### src/ber_tlv_stream_parser_defines.svh
// Assertion macros shared by the parser RTL.
// Each macro expects signals named clk and rst_n in the module that uses it.
`ifndef BER_TLV_STREAM_PARSER_DEFINES_SVH
`define BER_TLV_STREAM_PARSER_DEFINES_SVH

`ifndef NO_ASSERTIONS

// Same-cycle implication: when ante holds, cons must hold.
`define BTSP_ASSERT_IMP(label, ante, cons, msg) \
  label: assert property (@(posedge clk) disable iff (!rst_n) (ante) |-> (cons)) \
    else $error(msg);

// Next-cycle implication: when ante holds, cons must hold in the next cycle.
`define BTSP_ASSERT_NXT(label, ante, cons, msg) \
  label: assert property (@(posedge clk) disable iff (!rst_n) (ante) |=> (cons)) \
    else $error(msg);

`else

`define BTSP_ASSERT_IMP(label, ante, cons, msg)

`define BTSP_ASSERT_NXT(label, ante, cons, msg)

`endif

`endif

### src/btsp_pkg.sv
package btsp_pkg;

  localparam int MAX_DEPTH     = 8;
  localparam int MAX_TAG_BYTES = 4;
  localparam int MAX_LEN_BYTES = 4;

  localparam int DEPTH_W = $clog2(MAX_DEPTH + 1);
  localparam int IDX_W   = (MAX_DEPTH > 1) ? $clog2(MAX_DEPTH) : 1;
  localparam int TCNT_W  = $clog2(MAX_TAG_BYTES + 1);
  localparam int LCNT_W  = $clog2(MAX_LEN_BYTES + 1);

  // Parser phases.
  localparam logic [2:0] PH_TAG_FIRST = 3'd0;
  localparam logic [2:0] PH_TAG_MORE  = 3'd1;
  localparam logic [2:0] PH_LEN_FIRST = 3'd2;
  localparam logic [2:0] PH_LEN_MORE  = 3'd3;
  localparam logic [2:0] PH_VALUE     = 3'd4;

  // Event codes.
  localparam logic [1:0] EV_NONE   = 2'd0;
  localparam logic [1:0] EV_HEADER = 2'd1;
  localparam logic [1:0] EV_VALUE  = 2'd2;
  localparam logic [1:0] EV_ERROR  = 2'd3;

  // Error codes.
  localparam logic [1:0] ERR_TRUNC    = 2'd0;
  localparam logic [1:0] ERR_OVERRUN  = 2'd1;
  localparam logic [1:0] ERR_TOO_DEEP = 2'd2;
  localparam logic [1:0] ERR_TOO_LONG = 2'd3;

  // Bit fields of tag and length bytes.
  localparam logic [7:0] TAG_NUM_MASK = 8'h1F;
  localparam logic [7:0] CONT_BIT     = 8'h80;
  localparam logic [7:0] LEN_MASK     = 8'h7F;
  localparam logic [7:0] CONS_BIT     = 8'h20;

  typedef struct packed {
    logic [1:0]         event_res;
    logic [31:0]        tag;
    logic [2:0]         tag_bytes;
    logic [31:0]        length;
    logic               constructed;
    logic [DEPTH_W-1:0] depth;
    logic [7:0]         value_byte;
    logic               value_last;
    logic [DEPTH_W-1:0] closed_levels;
    logic [1:0]         error_kind;
    logic               message_done;
  } res_t;

  typedef struct packed {
    logic               clear;
    logic               push;
    logic [31:0]        push_end;
    logic [DEPTH_W-1:0] pop_cnt;
  } stk_cmd_t;

  typedef struct packed {
    logic [DEPTH_W-1:0] depth;
    logic [31:0]        top_end;
    logic [DEPTH_W-1:0] close_cnt;
  } stk_stat_t;

endpackage

### src/btsp_ifs.sv
interface btsp_in_if;
  logic       valid;
  logic       ready;
  logic [7:0] in_byte;
  logic       last_byte;

  modport source (output valid, output in_byte, output last_byte, input ready);
  modport sink   (input valid, input in_byte, input last_byte, output ready);
endinterface

interface btsp_out_if;
  import btsp_pkg::*;
  logic               valid;
  logic               ready;
  logic [1:0]         event_res;
  logic [31:0]        tag;
  logic [2:0]         tag_bytes;
  logic [31:0]        length;
  logic               constructed;
  logic [DEPTH_W-1:0] depth;
  logic [7:0]         value_byte;
  logic               value_last;
  logic [DEPTH_W-1:0] closed_levels;
  logic [1:0]         error_kind;
  logic               message_done;

  modport source (output valid, output event_res, output tag, output tag_bytes,
                  output length, output constructed, output depth, output value_byte,
                  output value_last, output closed_levels, output error_kind,
                  output message_done, input ready);
  modport sink   (input valid, input event_res, input tag, input tag_bytes,
                  input length, input constructed, input depth, input value_byte,
                  input value_last, input closed_levels, input error_kind,
                  input message_done, output ready);
endinterface

### src/ber_tlv_stream_parser.sv
// Channel   Direction  Words
// in_chan   in         in_byte, last_byte: one message byte per word
// out_chan  out        event_res ... message_done: one result word per input word
//
// Every input word gives exactly one result word, in order.
// Words pass the input and then the result register; one per cycle unless out stalls.
// The rate is set by the single pass through the parser logic, where the open-container
// ends are all compared against the next position in parallel.
// Reset (rst_n low, synchronous) empties both register stages and returns the parser to
// the first tag byte of a new message.
// A stalled result holds its word while the input register can still take one more word.

module ber_tlv_stream_parser (
  input  logic       clk,
  input  logic       rst_n,
  btsp_in_if.sink    in_chan,
  btsp_out_if.source out_chan
);
  import btsp_pkg::*;

  // Input register stage handshake and held byte.
  logic       in_vld;
  logic [7:0] in_data;
  logic       in_last;

  // The held byte advances when the result register is free to take its result.
  logic       out_free;
  logic       take;

  // Stack of container end positions and its summary toward the parser.
  stk_cmd_t   stk_cmd;
  stk_stat_t  stk_stat;
  logic [31:0] match_pos;

  res_t       res;

  assign take = in_vld && out_free;

  btsp_in_stage u_in (
    .clk     (clk),
    .rst_n   (rst_n),
    .in_chan (in_chan),
    .take    (take),
    .vld     (in_vld),
    .data    (in_data),
    .last    (in_last)
  );

  // Stack changes only when a word is processed; else clear, push and pop_cnt are zero.
  btsp_stack u_stack (
    .clk       (clk),
    .rst_n     (rst_n),
    .cmd       (stk_cmd),
    .match_pos (match_pos),
    .stat      (stk_stat)
  );

  btsp_core u_core (
    .clk       (clk),
    .rst_n     (rst_n),
    .step      (take),
    .data      (in_data),
    .last      (in_last),
    .stat      (stk_stat),
    .cmd       (stk_cmd),
    .match_pos (match_pos),
    .res       (res)
  );

  btsp_out_stage u_out (
    .clk      (clk),
    .rst_n    (rst_n),
    .load     (take),
    .res      (res),
    .free     (out_free),
    .out_chan (out_chan)
  );

endmodule

### src/btsp_in_stage.sv
module btsp_in_stage (
  input  logic       clk,
  input  logic       rst_n,
  btsp_in_if.sink    in_chan,
  input  logic       take,
  output logic       vld,
  output logic [7:0] data,
  output logic       last
);

  logic       vld_r, vld_nxt;
  logic [7:0] data_r;
  logic       last_r;
  logic       load;

  assign in_chan.ready = !vld_r || take;
  assign load          = in_chan.valid && in_chan.ready;
  assign vld_nxt       = load ? 1'b1 : (take ? 1'b0 : vld_r);

  always_ff @(posedge clk) begin
    if (!rst_n) begin
      vld_r <= 1'b0;
    end else begin
      vld_r <= vld_nxt;
    end
  end

  always_ff @(posedge clk) begin
    if (load) begin
      data_r <= in_chan.in_byte;
      last_r <= in_chan.last_byte;
    end
  end

  assign vld  = vld_r;
  assign data = data_r;
  assign last = last_r;

endmodule

### src/btsp_stack.sv
`include "ber_tlv_stream_parser_defines.svh"

module btsp_stack (
  input  logic                clk,
  input  logic                rst_n,
  input  btsp_pkg::stk_cmd_t  cmd,
  input  logic [31:0]         match_pos,
  output btsp_pkg::stk_stat_t stat
);
  import btsp_pkg::*;

  logic [31:0]        end_r [MAX_DEPTH];
  logic [DEPTH_W-1:0] depth_r, depth_nxt;
  logic [DEPTH_W-1:0] top_idx;
  logic [DEPTH_W-1:0] cnt;

  // Ends are non-increasing from bottom to top, so the entries equal to the
  // probe position form a run at the top and a plain count gives the pops.
  always_comb begin
    cnt = '0;
    for (int k = 0; k < MAX_DEPTH; k++) begin
      if ((DEPTH_W'(k) < depth_r) && (end_r[k] == match_pos)) begin
        cnt = cnt + DEPTH_W'(1);
      end
    end
  end

  assign top_idx = depth_r - DEPTH_W'(1);

  always_comb begin
    if (cmd.clear) begin
      depth_nxt = '0;
    end else if (cmd.push) begin
      depth_nxt = depth_r + DEPTH_W'(1);
    end else begin
      depth_nxt = depth_r - cmd.pop_cnt;
    end
  end

  always_ff @(posedge clk) begin
    if (!rst_n) begin
      depth_r <= '0;
    end else begin
      depth_r <= depth_nxt;
    end
  end

  always_ff @(posedge clk) begin
    if (cmd.push && !cmd.clear) begin
      end_r[depth_r[IDX_W-1:0]] <= cmd.push_end;
    end
  end

  assign stat.depth     = depth_r;
  assign stat.top_end   = end_r[top_idx[IDX_W-1:0]];
  assign stat.close_cnt = cnt;

  `BTSP_ASSERT_IMP(a_push_not_full, cmd.push && !cmd.clear, depth_r < DEPTH_W'(MAX_DEPTH), "push onto a full stack")
  `BTSP_ASSERT_IMP(a_pop_in_range, !cmd.clear, cmd.pop_cnt <= depth_r, "pop below an empty stack")

endmodule

### src/btsp_core.sv
`include "ber_tlv_stream_parser_defines.svh"

module btsp_core (
  input  logic                clk,
  input  logic                rst_n,
  input  logic                step,
  input  logic [7:0]          data,
  input  logic                last,
  input  btsp_pkg::stk_stat_t stat,
  output btsp_pkg::stk_cmd_t  cmd,
  output logic [31:0]         match_pos,
  output btsp_pkg::res_t      res
);
  import btsp_pkg::*;

  logic [2:0]        phase_r, phase_nxt;
  logic [31:0]       tag_acc_r, tag_acc_nxt;
  logic [TCNT_W-1:0] tag_cnt_r, tag_cnt_nxt;
  logic [31:0]       len_acc_r, len_acc_nxt;
  logic [LCNT_W-1:0] len_left_r, len_left_nxt;
  logic [31:0]       val_left_r, val_left_nxt;
  logic [31:0]       pos_r, pos_nxt;
  logic              failed_r, failed_nxt;
  logic              cons_r, cons_nxt;

  logic [31:0]        next_pos;
  logic [32:0]        end_pos;
  logic [6:0]         len_n;
  logic               err, hdr, complete, push, done;
  logic [1:0]         err_code, ev;
  logic [DEPTH_W-1:0] closed, pops, depth_after;
  logic               vlast;
  logic               restart;

  assign next_pos  = pos_r + 32'd1;
  assign match_pos = next_pos;
  assign restart   = step && last;
  assign len_n     = data[6:0];
  assign end_pos   = {1'b0, pos_r} + 33'd1 + {1'b0, len_acc_nxt};

  always_comb begin
    phase_nxt    = phase_r;
    tag_acc_nxt  = tag_acc_r;
    tag_cnt_nxt  = tag_cnt_r;
    len_acc_nxt  = len_acc_r;
    len_left_nxt = len_left_r;
    val_left_nxt = val_left_r;
    cons_nxt     = cons_r;
    failed_nxt   = failed_r;
    pos_nxt      = pos_r;
    err          = 1'b0;
    err_code     = ERR_TRUNC;
    hdr          = 1'b0;
    complete     = 1'b0;
    push         = 1'b0;
    done         = 1'b0;
    ev           = EV_NONE;
    vlast        = 1'b0;
    closed       = '0;
    pops         = '0;
    depth_after  = stat.depth;
    res          = '0;

    if (step && !failed_r) begin
      pos_nxt = next_pos;
      if ((phase_r != PH_VALUE) && (stat.depth != '0) && (pos_r >= stat.top_end)) begin
        // A header byte at or past the end of the open container.
        err      = 1'b1;
        err_code = ERR_OVERRUN;
      end else begin
        case (phase_r)
          PH_TAG_FIRST: begin
            tag_acc_nxt = {24'd0, data};
            tag_cnt_nxt = TCNT_W'(1);
            cons_nxt    = (data & CONS_BIT) != 8'd0;
            phase_nxt   = ((data & TAG_NUM_MASK) == TAG_NUM_MASK) ? PH_TAG_MORE : PH_LEN_FIRST;
          end
          PH_TAG_MORE: begin
            if (tag_cnt_r >= TCNT_W'(MAX_TAG_BYTES)) begin
              err      = 1'b1;
              err_code = ERR_TOO_LONG;
            end else begin
              tag_acc_nxt = {tag_acc_r[23:0], data};
              tag_cnt_nxt = tag_cnt_r + TCNT_W'(1);
              if ((data & CONT_BIT) == 8'd0) begin
                phase_nxt = PH_LEN_FIRST;
              end
            end
          end
          PH_LEN_FIRST: begin
            if ((data & CONT_BIT) == 8'd0) begin
              len_acc_nxt = {25'd0, len_n};
              hdr         = 1'b1;
            end else begin
              len_acc_nxt = '0;
              if (len_n > 7'(MAX_LEN_BYTES)) begin
                err      = 1'b1;
                err_code = ERR_TOO_LONG;
              end else if (len_n == 7'd0) begin
                hdr = 1'b1;
              end else begin
                len_left_nxt = LCNT_W'(len_n);
                phase_nxt    = PH_LEN_MORE;
              end
            end
          end
          PH_LEN_MORE: begin
            if (len_acc_r[31:24] != 8'd0) begin
              err      = 1'b1;
              err_code = ERR_TOO_LONG;
            end else begin
              len_acc_nxt  = {len_acc_r[23:0], data};
              len_left_nxt = (len_left_r != '0) ? len_left_r - LCNT_W'(1) : len_left_r;
              if (len_left_nxt == '0) begin
                hdr = 1'b1;
              end
            end
          end
          default: begin
            // Primitive value byte.
            ev           = EV_VALUE;
            val_left_nxt = (val_left_r != '0) ? val_left_r - 32'd1 : val_left_r;
            if (val_left_nxt == '0) begin
              vlast     = 1'b1;
              complete  = 1'b1;
              phase_nxt = PH_TAG_FIRST;
            end
          end
        endcase
      end

      if (hdr) begin
        if ((stat.depth != '0) && (end_pos > {1'b0, stat.top_end})) begin
          err      = 1'b1;
          err_code = ERR_OVERRUN;
        end else if (end_pos[32]) begin
          err      = 1'b1;
          err_code = ERR_TRUNC;
        end else if (cons_r && (stat.depth >= DEPTH_W'(MAX_DEPTH))) begin
          err      = 1'b1;
          err_code = ERR_TOO_DEEP;
        end else begin
          ev        = EV_HEADER;
          phase_nxt = PH_TAG_FIRST;
          if (cons_r) begin
            if (len_acc_nxt == '0) begin
              // An empty container opens and closes on this byte.
              closed   = DEPTH_W'(1);
              complete = 1'b1;
            end else begin
              push = 1'b1;
            end
          end else if (len_acc_nxt == '0) begin
            complete = 1'b1;
          end else begin
            val_left_nxt = len_acc_nxt;
            phase_nxt    = PH_VALUE;
          end
        end
      end

      if (!err && complete) begin
        pops   = stat.close_cnt;
        closed = closed + stat.close_cnt;
      end
      depth_after = stat.depth - pops + (push ? DEPTH_W'(1) : DEPTH_W'(0));

      if (last && !err) begin
        if ((phase_nxt != PH_TAG_FIRST) || (depth_after != '0)) begin
          err      = 1'b1;
          err_code = ERR_TRUNC;
        end else begin
          done = 1'b1;
        end
      end

      if (err) begin
        failed_nxt     = 1'b1;
        res.event_res  = EV_ERROR;
        res.depth      = stat.depth;
        res.error_kind = err_code;
      end else begin
        res.event_res = ev;
        if (ev == EV_HEADER) begin
          res.tag         = tag_acc_nxt;
          res.tag_bytes   = 3'(tag_cnt_nxt);
          res.length      = len_acc_nxt;
          res.constructed = cons_r;
        end
        res.depth         = stat.depth;
        res.value_byte    = (ev == EV_VALUE) ? data : 8'd0;
        res.value_last    = vlast;
        res.closed_levels = closed;
        res.message_done  = done;
      end
    end else if (step) begin
      pos_nxt = next_pos;
    end
  end

  assign cmd.clear    = restart;
  assign cmd.push     = push && !err;
  assign cmd.push_end = end_pos[31:0];
  assign cmd.pop_cnt  = err ? '0 : pops;

  always_ff @(posedge clk) begin
    if (!rst_n || restart) begin
      phase_r    <= PH_TAG_FIRST;
      tag_acc_r  <= '0;
      tag_cnt_r  <= '0;
      len_acc_r  <= '0;
      len_left_r <= '0;
      val_left_r <= '0;
      pos_r      <= '0;
      failed_r   <= 1'b0;
      cons_r     <= 1'b0;
    end else if (step) begin
      phase_r    <= phase_nxt;
      tag_acc_r  <= tag_acc_nxt;
      tag_cnt_r  <= tag_cnt_nxt;
      len_acc_r  <= len_acc_nxt;
      len_left_r <= len_left_nxt;
      val_left_r <= val_left_nxt;
      pos_r      <= pos_nxt;
      failed_r   <= failed_nxt;
      cons_r     <= cons_nxt;
    end
  end

  `BTSP_ASSERT_NXT(a_err_latches, step && !last && (res.event_res == EV_ERROR), failed_r, "error did not latch")
  `BTSP_ASSERT_IMP(a_failed_quiet, step && failed_r, (res.event_res == EV_NONE) && (res.depth == '0), "output while ignoring bytes")

endmodule

### src/btsp_out_stage.sv
module btsp_out_stage (
  input  logic           clk,
  input  logic           rst_n,
  input  logic           load,
  input  btsp_pkg::res_t res,
  output logic           free,
  btsp_out_if.source     out_chan
);
  import btsp_pkg::*;

  logic vld_r, vld_nxt;
  res_t res_r;

  assign free    = !vld_r || out_chan.ready;
  assign vld_nxt = load ? 1'b1 : (out_chan.ready ? 1'b0 : vld_r);

  always_ff @(posedge clk) begin
    if (!rst_n) begin
      vld_r <= 1'b0;
    end else begin
      vld_r <= vld_nxt;
    end
  end

  always_ff @(posedge clk) begin
    if (load) begin
      res_r <= res;
    end
  end

  assign out_chan.valid         = vld_r;
  assign out_chan.event_res     = res_r.event_res;
  assign out_chan.tag           = res_r.tag;
  assign out_chan.tag_bytes     = res_r.tag_bytes;
  assign out_chan.length        = res_r.length;
  assign out_chan.constructed   = res_r.constructed;
  assign out_chan.depth         = res_r.depth;
  assign out_chan.value_byte    = res_r.value_byte;
  assign out_chan.value_last    = res_r.value_last;
  assign out_chan.closed_levels = res_r.closed_levels;
  assign out_chan.error_kind    = res_r.error_kind;
  assign out_chan.message_done  = res_r.message_done;

endmodule

### src/flat_wrapper.sv
// flat-port wrapper written by rule: the top's interface ports become plain ports
module ber_tlv_stream_parser_flat import btsp_pkg::*;
  (clk, rst_n, in_chan_valid, in_chan_in_byte, in_chan_last_byte, in_chan_ready, out_chan_valid, out_chan_event_res, out_chan_tag, out_chan_tag_bytes, out_chan_length, out_chan_constructed, out_chan_depth, out_chan_value_byte, out_chan_value_last, out_chan_closed_levels, out_chan_error_kind, out_chan_message_done, out_chan_ready);
  btsp_in_if in_chan_i ();
  btsp_out_if out_chan_i ();
  input  logic clk;
  input  logic rst_n;
  input wire logic [$bits(in_chan_i.valid)-1:0] in_chan_valid;
  input wire logic [$bits(in_chan_i.in_byte)-1:0] in_chan_in_byte;
  input wire logic [$bits(in_chan_i.last_byte)-1:0] in_chan_last_byte;
  output wire logic [$bits(in_chan_i.ready)-1:0] in_chan_ready;
  output wire logic [$bits(out_chan_i.valid)-1:0] out_chan_valid;
  output wire logic [$bits(out_chan_i.event_res)-1:0] out_chan_event_res;
  output wire logic [$bits(out_chan_i.tag)-1:0] out_chan_tag;
  output wire logic [$bits(out_chan_i.tag_bytes)-1:0] out_chan_tag_bytes;
  output wire logic [$bits(out_chan_i.length)-1:0] out_chan_length;
  output wire logic [$bits(out_chan_i.constructed)-1:0] out_chan_constructed;
  output wire logic [$bits(out_chan_i.depth)-1:0] out_chan_depth;
  output wire logic [$bits(out_chan_i.value_byte)-1:0] out_chan_value_byte;
  output wire logic [$bits(out_chan_i.value_last)-1:0] out_chan_value_last;
  output wire logic [$bits(out_chan_i.closed_levels)-1:0] out_chan_closed_levels;
  output wire logic [$bits(out_chan_i.error_kind)-1:0] out_chan_error_kind;
  output wire logic [$bits(out_chan_i.message_done)-1:0] out_chan_message_done;
  input wire logic [$bits(out_chan_i.ready)-1:0] out_chan_ready;
  assign in_chan_i.valid = in_chan_valid;
  assign in_chan_i.in_byte = in_chan_in_byte;
  assign in_chan_i.last_byte = in_chan_last_byte;
  assign in_chan_ready = in_chan_i.ready;
  assign out_chan_valid = out_chan_i.valid;
  assign out_chan_event_res = out_chan_i.event_res;
  assign out_chan_tag = out_chan_i.tag;
  assign out_chan_tag_bytes = out_chan_i.tag_bytes;
  assign out_chan_length = out_chan_i.length;
  assign out_chan_constructed = out_chan_i.constructed;
  assign out_chan_depth = out_chan_i.depth;
  assign out_chan_value_byte = out_chan_i.value_byte;
  assign out_chan_value_last = out_chan_i.value_last;
  assign out_chan_closed_levels = out_chan_i.closed_levels;
  assign out_chan_error_kind = out_chan_i.error_kind;
  assign out_chan_message_done = out_chan_i.message_done;
  assign out_chan_i.ready = out_chan_ready;
  ber_tlv_stream_parser u_core (.clk(clk), .rst_n(rst_n), .in_chan(in_chan_i), .out_chan(out_chan_i));
endmodule
### config.mk
export PLATFORM = sky130hd
export DESIGN_NAME = ber_tlv_stream_parser_flat
export DESIGN_NICKNAME = d
export VERILOG_FILES = /design/src/btsp_pkg.sv /design/src/btsp_ifs.sv /design/src/ber_tlv_stream_parser.sv /design/src/btsp_in_stage.sv /design/src/btsp_stack.sv /design/src/btsp_core.sv /design/src/btsp_out_stage.sv /design/src/flat_wrapper.sv
export VERILOG_INCLUDE_DIRS = /design/src /design/src/src
export SDC_FILE = /design/constraint.sdc
export NUM_CORES = 1
export LEC_CHECK = 0
export BUFFER_PORTS_ARGS = -buffer_cell sky130_fd_sc_hd__buf_4
export CORE_ASPECT_RATIO = 1.5
export CORE_MARGIN = 2
export CORE_UTILIZATION = 47
export CTS_CLUSTER_SIZE = 30
export DETAILED_ROUTE_END_ITERATION = 8
export MAX_ROUTING_LAYER = met4
export PLACE_DENSITY = 0.74
export REMOVE_ABC_BUFFERS = 1
export SYNTH_ARGS = -nofsm -noshare
export SYNTH_HDL_FRONTEND = slang
export SYNTH_SLANG_ARGS = --single-unit
### constraint.sdc
create_clock -name clk -period 36.8 [get_ports clk]
set_clock_uncertainty 0.2 [all_clocks]
set_input_delay 11.04 -clock clk [delete_from_list [all_inputs] [get_ports clk]]
set_output_delay 11.04 -clock clk [all_outputs]
set_load 0.01 [all_outputs]
# [Yosys cells after proc, flatten, opt, wreduce, memory -nomap -nowiden]
# Memories as Yosys holds them, arrays and structs flattened.
# Index checks and enable logic that the tools add are counted.
[word_totals] reg_bits=244 ramBits=256 output_inout_bits=92 wordCells=272 memories=1
[classes] n_addsub=19 order_cmp=13 n_eq_ne=19 n_mux=132 bitwise_logic=6 n_reduce_logical=57
[memory_table] name="u_core.u_stack.end_r" depth=8 word_bits=32 read_ports=9 rd_clocked_by_memory_dff=0 write_ports=1 line_no="btsp_stack.sv:12" source="logic [31:0] end_r [MAX_DEPTH];"
[op_table] cell="2-to-1 mux 32 bit" count=15
[op_table] cell="== test 32 bit" count=8
[op_table] cell="case mux 32 bit (2 select lines)" count=2
[op_table] cell="logical NOT 32 bit" count=2
[op_table] cell="2-to-1 mux 3 bit" count=21
[op_table] cell="2-to-1 mux 4 bit" count=14
[op_table] cell="2-to-1 mux 1 bit" count=53
[op_table] cell="2-to-1 mux 2 bit" count=20
[op_table] cell="adder 32 x 1 -> 33 bit, second input constant" count=1
[op_table] cell="adder 33 x 32 -> 33 bit" count=1
[op_table] cell="greater-than comparator 33 x 32 -> 1 bit" count=1
[op_table] cell="adder 32 x 1 -> 32 bit, second input constant" count=1
[op_table] cell="adder 4 x 1 -> 4 bit, second input constant" count=8
[op_table] cell=">= comparator 32 bit" count=1
[op_table] cell="nonzero test 32 bit" count=1
[op_table] cell="subtractor 32 x 1 -> 32 bit, second input constant" count=1
[op_table] cell="logical AND 1 bit" count=20
[op_table] cell="less-than comparator 3 x 4 -> 1 bit, first input constant" count=4
[op_table] cell="case mux 3 bit (2 select lines)" count=2
[op_table] cell="case mux 3 bit (4 select lines)" count=1
[op_table] cell="OR reduction 3 bit" count=3
[op_table] cell="logical NOT 8 bit" count=1
[op_table] cell="less-than comparator 1 x 4 -> 1 bit, first input constant" count=2
[op_table] cell="less-than comparator 2 x 4 -> 1 bit, first input constant" count=2
[op_table] cell="other kinds (34)" count=61

# [Logic depth before layout (Yosys ltp)]
# Gate-level depths: netlist of run 1.
[depth] word_depth=33 mapped_depth=68 mapped_depth_nobuf=62

# [Modules after synthesis]
# From an unflattened synthesis of run 1, not the netlist that was laid out.
[hier_totals] cells_unflattened=2762 hier_area_um2=29435.7
[modules_own_cells] module="btsp_stack" n_inst=1 cells_each=958 area_each_um2=14013.4
[modules_own_cells] module="btsp_core" n_inst=1 cells_each=1695 area_each_um2=12336.8
[modules_own_cells] module="btsp_out_stage" n_inst=1 cells_each=94 area_each_um2=2751.4
[modules_own_cells] module="btsp_in_stage" n_inst=1 cells_each=14 area_each_um2=327.8
[modules_own_cells] module="ber_tlv_stream_parser" n_inst=1 cells_each=1 area_each_um2=6.3

# [Least setup slack after synthesis of run 1]
# OpenSTA, ideal clock, no wires.
[synth_path] path_kind="input port to output port" start="input port out_chan_ready" end="output port in_chan_ready" arrival_ps=11338 t_required_ps=25560 setup_slack_ps=14222 path_stages=2 path_buffers=0 path_cell_list="nor2b_1 nand2_1"
[synth_via] elab_chain_len=3
[synth_lines] element="start, declared" line_no="flat_wrapper.sv:24" source="input wire logic [$bits(out_chan_i.ready)-1:0] out_chan_ready;"
[synth_lines] element="logical OR 1 bit" line_no="btsp_out_stage.sv:14" source="assign free = !vld_r || out_chan.ready;"
[synth_lines] element="logical AND 1 bit" line_no="ber_tlv_stream_parser.sv:37" source="assign take = in_vld && out_free;"
[synth_lines] element="logical OR 1 bit" line_no="btsp_in_stage.sv:16" source="assign in_chan.ready = !vld_r || take;"
[synth_lines] element="end, declared" line_no="flat_wrapper.sv:11" source="output wire logic [$bits(in_chan_i.ready)-1:0] in_chan_ready;"
# No other way between the ends.

==> results of run 1 <==
==> power breakdown <==
| part | total [W] | switching [W] | internal [W] |
|---|---|---|---|
| Sequential | 0.000607 | 0.00000453 | 0.000603 |
| Combinational | 0.0000439 | 0.0000307 | 0.0000133 |
| Clock | 0.000520 | 0.000236 | 0.000283 |
| Total | 0.00117 | 0.000271 | 0.000899 |
==> area by class of cell <==
class	count	area [um^2]
fill	5856	31440
multi-input combinational	2353	17480
sequential	500	13570
timing repair buffer	193	1449
clock buffer	60	1297
tap	885	1107
clock inverter	32	316.6
inverter	63	239.0
antenna	7	17.52
==> state kept, by name, summed over array words and instances, names as in the netlist, 2 cells and up <==
register	count
u_core.u_out.out_chan.tag	32
u_core.u_core.val_left_r	32
u_core.u_out.out_chan.depth	4
u_core.u_out.out_chan.event_res	2
u_core.u_core.len_acc_r	32
u_core.u_core.pos_r	32
u_core.u_core.tag_cnt_r	3
u_core.u_out.out_chan.error_kind	2
u_core.u_stack.end_r	256
u_core.u_in.data	8
u_core.u_out.out_chan.tag_bytes	3
u_core.u_out.out_chan.closed_levels	4
u_core.u_out.out_chan.length	32
u_core.u_core.tag_acc_r	32
u_core.u_core.phase_r	3
u_core.u_out.out_chan.value_byte	8
u_core.u_stack.depth_r	4
u_core.u_core.len_left_r	3
==> cell families (layout without fill, tap and decap cells) <==
group,Yosys count,count (layout),share of synthesized area
adders and majority gates,128,128,0.05096
muxes,112,112,0.06065
AOI/OAI and AO/OA,635,635,0.1349
buffers and inverters,245,348,0.03050
xor gates and xnor gates,359,359,0.1132
and+or+nand+nor,1119,1119,0.1842
other,0,7,0
DFF,500,500,0.4256
==> routing by layer <==
layer / global-route usage / vias up / wire length [um]
li1: - / 11900 / -
met1: 0.4103 / 13530 / 45250
met2: 0.6539 / 1727 / 65120
met3: 0.07579 / 578 / 11020
met4: 0.3189 / 0 / 13740
met5: - / - / 0
==> worst paths after layout <==
path / startpoint / to / slack, ns / cells after the start
max: out_chan_ready / u_core.u_stack.depth_r[3] / 13.40 / 53
min: u_core.u_core.tag_acc_r[1] / u_core.u_core.tag_acc_r[1] / 0.29 / 2
max reg2reg: u_core.u_stack.depth_r[0] / u_core.u_stack.depth_r[3] / 18.61 / 60
min reg2reg: u_core.u_core.tag_acc_r[1] / u_core.u_core.tag_acc_r[1] / 0.29 / 2
==> worst register-to-register path: cells and delay by family (launching register included) <==
family | cells | cell delay [ns]
AOI/OAI and AO/OA | 26 | 7.14
xor gates and xnor gates | 3 | 0.87
adders and majority gates | 9 | 3.18
buffers and inverters | 5 | 1.19
DFF | 1 | 0.67
muxes | 2 | 0.97
and+or+nand+nor | 15 | 3.94
==> per-stage QoR <==
step,utilization,instances
4_1_cts,0.5297,4086
5_1_grt,0.5301,4092
2_1_floorplan,-,2916
6_report,0.5301,4093
3_5_place_dp,0.5056,3994
3_3_place_gp,0.5056,3994
==> cell usage in the layout, fill, tap and decap left out, types with 80 or more instances in the layout <==
cell      instances
nand3_1          80
edfxtp_1        355
nor3_1          129
dfxtp_1         144
ha_1            124
buf_4           193
nand2_1         208
xor2_1          126
o21ai_0         117
xnor2_1         198
a22oi_1         106
nor2_1          249
a21oi_1         135
==> impl_metrics.csv, run 1 <==
group,metric,value,unit
run_status,status,"finished, final reports clean",
place,gp_congestion,1.116,
detailed_routing,wl_per_cell,33.02,um
critical_path,slowest_delay,0.71,ns
critical_path,crit_path_start_kind,"primary input",
sta,rsz0062_at_grt,"false",
die,die_x,216.6,um
global_routing,grt_max_degree,67,
sta,post-route-period-util,0.6358,
clocking,clkLatencyLatePin,0.65,ns
place,preCtsSetupSlack,12.97,ns
clocking,cts_tree,"done",
critical_path,critPathKind,"primary input to register",
critical_path,cp_common_cell,"ha_1",
clocking,ctsResizeCount,0,
logic_synthesis,synth_area,31870,um^2
logic_synthesis,synthTopCellsByCount,"edfxtp_1, nor2_1, nand2_1, xnor2_1, dfxtp_1",
logic_synthesis,yosysWarnings,0,
sta,setup_viol,0,
logic_synthesis,synth_top_area_share,0.3345,
place,portBuffers,104,
detailed_routing,vias,27730,
logic_synthesis,yosys.area.top_type,"edfxtp_1",
sta,finalSetupTns,0,ns
logic_synthesis,yosysMostFrequentCell,"edfxtp_1",
global_routing,globalRouteOverflowTotal,0,
sta,hold_viol,0,
critical_path,crit_family,"compound AO/OA/AOI/OAI gates",
die,die-area,69950,um^2
clocking,cts_hold_buf,0,
sta,hold_ws,0.2936,ns
hold_path,hp-class,"register to register",
sta,finalWorstSetupSlack,13.40,ns
clocking,postCtsSetupBuffers,0,
critical_path,end_kind,"register",
global_routing,grt_pass1_wl,190.8,mm
clocking,cts_max_level,2,
detailed_routing,dr.pass1.iters,6,
power_and_ir_drop,p_leak,12.53,nW
logic_synthesis,synth_flop_cell,"edfxtp_1",
critical_path,cp.required,37.15,ns
critical_path,cp_num_buf_inv,6,
critical_path,critPathArrivalTime,23.75,ns
place,place_area,33830,um^2
clocking,cts_buffers,49,
logic_synthesis,ys_seq_elements,500,
job,max_cap_viol_count,0,
place,dp_hpwl,100.6,mm
die,ios,105,
logic_synthesis,synth_area_leaders,"edfxtp_1, dfxtp_1, xnor2_1",
global_routing,first_global_vias,26660,
logic_synthesis,synth_edf_count,355,
clocking,clk_pin_slew_worst_paths,0.06,ns
detailed_routing,wl,135.1,mm
final_layout,nNetsFinal,3301,
sta,slew_violations,0,
clocking,cts.path.max_buffers,3,
critical_path,crit_slowest_cell,"a2111oi_0",
power_and_ir_drop,power_density,33.01,nW/um^2
die,initial_utilization,0.4763,
die,placementRows,116,
die,coreArea,66910,um^2
logic_synthesis,syn_avg_cell_area,10.29,um^2
final_layout,synthToLayoutAreaGrowth,11.30,%
power_and_ir_drop,finalPower,0.001171,W
sta,slew_headroom,0.1334,
sta,tightest_slew,1.291,ns
detailed_routing,drtIter0Drc,3375,
global_routing,grt_use_total,0.3948,
detailed_routing,via_per_inst,6.775,
sta,max_freq,42.74,MHz
detailed_routing,post-route-drc-count,0,
clocking,cts.sinks,500,
die,die_y,322.9,um
power_and_ir_drop,peakVddDrop,0.03775,mV
detailed_routing,drtAntennaViolNets,0,
global_routing,antenna_found_initial,6,
sta,period_needed,23.40,ns
logic_synthesis,yosysSeqAreaShare,0.4256,
final_layout,drive_gt1_frac,0.1250,
critical_path,crit_fanout,51,
logic_synthesis,synthArstFlopShare,0,
logic_synthesis,synth_cell_types,97,
logic_synthesis,syn_inst,3098,
clocking,cts_root_buffer,"clkbuf_16",
final_layout,stdcell_area,35470,um^2
No activity file was read; power rests on OpenSTA's default activity.
==> run 2, diff against run 1 <==
==> constraint.sdc (replaced) <==
create_clock -name clk -period 24.3 [get_ports clk]
set_clock_uncertainty 0.2 [all_clocks]
set_input_delay 7.29 -clock clk [delete_from_list [all_inputs] [get_ports clk]]
set_output_delay 7.29 -clock clk [all_outputs]
set_load 0.01 [all_outputs]
==> impl_metrics.csv, run 2 (synthesis gave the netlist of run 1 again) <==
group,metric,value,unit
run_status,status,"finished, final reports clean",
sta,hold_viol,0,
clocking,clkLatencyLatePin,0.64,ns
clocking,postCtsSetupBuffers,0,
detailed_routing,wl,132.4,mm
final_layout,multiInputGateArea,17490,um^2
die,die-area,69950,um^2
power_and_ir_drop,finalPower,0.001752,W
clocking,cts.sinks,500,
detailed_routing,dr.pass1.iters,6,
detailed_routing,wl_per_cell,32.40,um
power_and_ir_drop,seq_power_share,0.525,
sta,rsz0062_at_grt,"false",
detailed_routing,drtIter0Drc,2658,
sta,slew_violations,0,
critical_path,crit_fanout,20,
clocking,cts_root_buffer,"clkbuf_16",
power_and_ir_drop,p_sw,0.0004061,W
global_routing,grt_pass1_wl,188.5,mm
detailed_routing,wl_met3,11.34,mm
sta,tightest_slew,1.328,ns
final_layout,mostFrequentLayoutCells,"edfxtp_1, nor2_1, nand2_1, xnor2_1, buf_4",
clocking,cts_buffers,48,
power_and_ir_drop,p_int,0.001346,W
global_routing,first_global_vias,26570,
detailed_routing,met1Wirelength,44.23,mm
final_layout,largest_reg_flops,256,
detailed_routing,drtAntennaViolNets,0,
place,place_area,33770,um^2
place,portBuffers,104,
place,dp_hpwl,97.94,mm
power_and_ir_drop,switching_share,0.2318,
critical_path,critPathArrivalTime,20.05,ns
sta,post-route-period-util,0.8104,
critical_path,critPathKind,"primary input to register",
detailed_routing,via_per_inst,6.748,
detailed_routing,vias,27570,
clocking,cts.path.max_buffers,3,
power_and_ir_drop,p_leak,12.51,nW
power_and_ir_drop,comb_power_share,0.038,
job,max_cap_viol_count,0,
critical_path,end_kind,"register",
final_layout,fillers,5892,
hold_path,hp-class,"register to register",
clocking,cts_tree,"done",
clocking,cts_max_level,2,
sta,finalSetupTns,0,ns
critical_path,cp_common_cell,"ha_1",
critical_path,slowest_delay,0.73,ns
die,initial_utilization,0.4763,
detailed_routing,met2WireLength,62.92,mm
global_routing,grt_max_degree,67,
global_routing,antenna_found_initial,4,
clocking,ctsResizeCount,0,
global_routing,grt_use_total,0.3880,
final_layout,nNetsFinal,3295,
die,ios,105,
die,placementRows,116,
detailed_routing,post-route-drc-count,0,
die,die_x,216.6,um
final_layout,synthToLayoutAreaGrowth,11.08,%
clocking,cts_hold_buf,0,
die,coreArea,66910,um^2
critical_path,crit_slowest_cell,"a2111oi_0",
clocking,clk_pin_slew_worst_paths,0.07,ns
power_and_ir_drop,power_frac_clock,0.437,
sta,hold_ws,0.2947,ns
sta,period_needed,19.69,ns
sta,max_freq,50.78,MHz
global_routing,globalRouteOverflowTotal,0,
power_and_ir_drop,peakVddDrop,0.07240,mV
critical_path,cp.required,24.66,ns
sta,setup_viol,0,
final_layout,stdcell_area,35400,um^2
detailed_routing,highest_layer,"met4",
place,gp_congestion,1.161,
power_and_ir_drop,power_density,49.49,nW/um^2
sta,slew_headroom,0.1083,
final_layout,drive_gt1_frac,0.1234,
final_layout,final_common_cell,"edfxtp_1",
critical_path,crit_path_start_kind,"primary input",
final_layout,regArea,13570,um^2
die,die_y,322.9,um
==> run 2: path summary, 6_finish.rpt <==
kind,from,end,slack [ns],cells after the start
worst max-delay path,out_chan_ready,u_core.u_stack.depth_r[3],4.61,54
worst min-delay path,u_core.u_core.tag_acc_r[3],u_core.u_core.tag_acc_r[3],0.29,2
worst max register to register,u_core.u_stack.depth_r[0],u_core.u_stack.depth_r[3],5.94,61
worst min register to register,u_core.u_core.tag_acc_r[3],u_core.u_core.tag_acc_r[3],0.29,2
==> run 2: power by group through the flow <==
stage	logic [W]	registers (W)	clock network, W
4_1_cts	0.0000652	0.000919	0.000771
6_report	0.0000664	0.000919	0.000766
3_5_place_dp	0.0000650	0.000938	0
3_3_place_gp	0.0000646	0.000938	0
5_1_grt	0.0000704	0.000919	0.000801
2_1_floorplan	0.0000301	0.000940	0
==> run 2: metal layers <==
layer | track usage | up-vias
li1 | - | 11860
met1 | 0.4115 | 13410
met2 | 0.6298 | 1767
met3 | 0.07588 | 535
met4 | 0.3175 | 0
met5 | - | -
==> run 2: through the flow <==
stage / util / instances / worst slack [ns]
floorplan: - / 2916 / 2.806
detailed placement: 0.5047 / 3987 / 4.188
finish: 0.5291 / 4086 / 4.607
global placement: 0.5047 / 3987 / 4.529
CTS: 0.5282 / 4077 / 4.814
global route: 0.5290 / 4082 / 3.800
==> run 2: area by class of cell <==
cell class | count | area share
Clock buffer | 68 | 0.03803
Clock inverter | 22 | 0.006291
Inverter | 63 | 0.006750
Antenna cell | 7 | 0.0004948
Tap cell | 885 | 0.03128
Multi-Input combinational cell | 2353 | 0.4942
Timing Repair Buffer | 188 | 0.03979
Sequential cell | 500 | 0.3832
==> run 2: critical path, delay by kind of cell <==
family | cells | cell delay (ns)
and+or+nand+nor | 16 | 3.67
AOI/OAI and AO/OA | 22 | 5.42
adders and majority gates | 7 | 2.04
buffers and inverters | 6 | 0.78
xor gates and xnor gates | 3 | 0.83
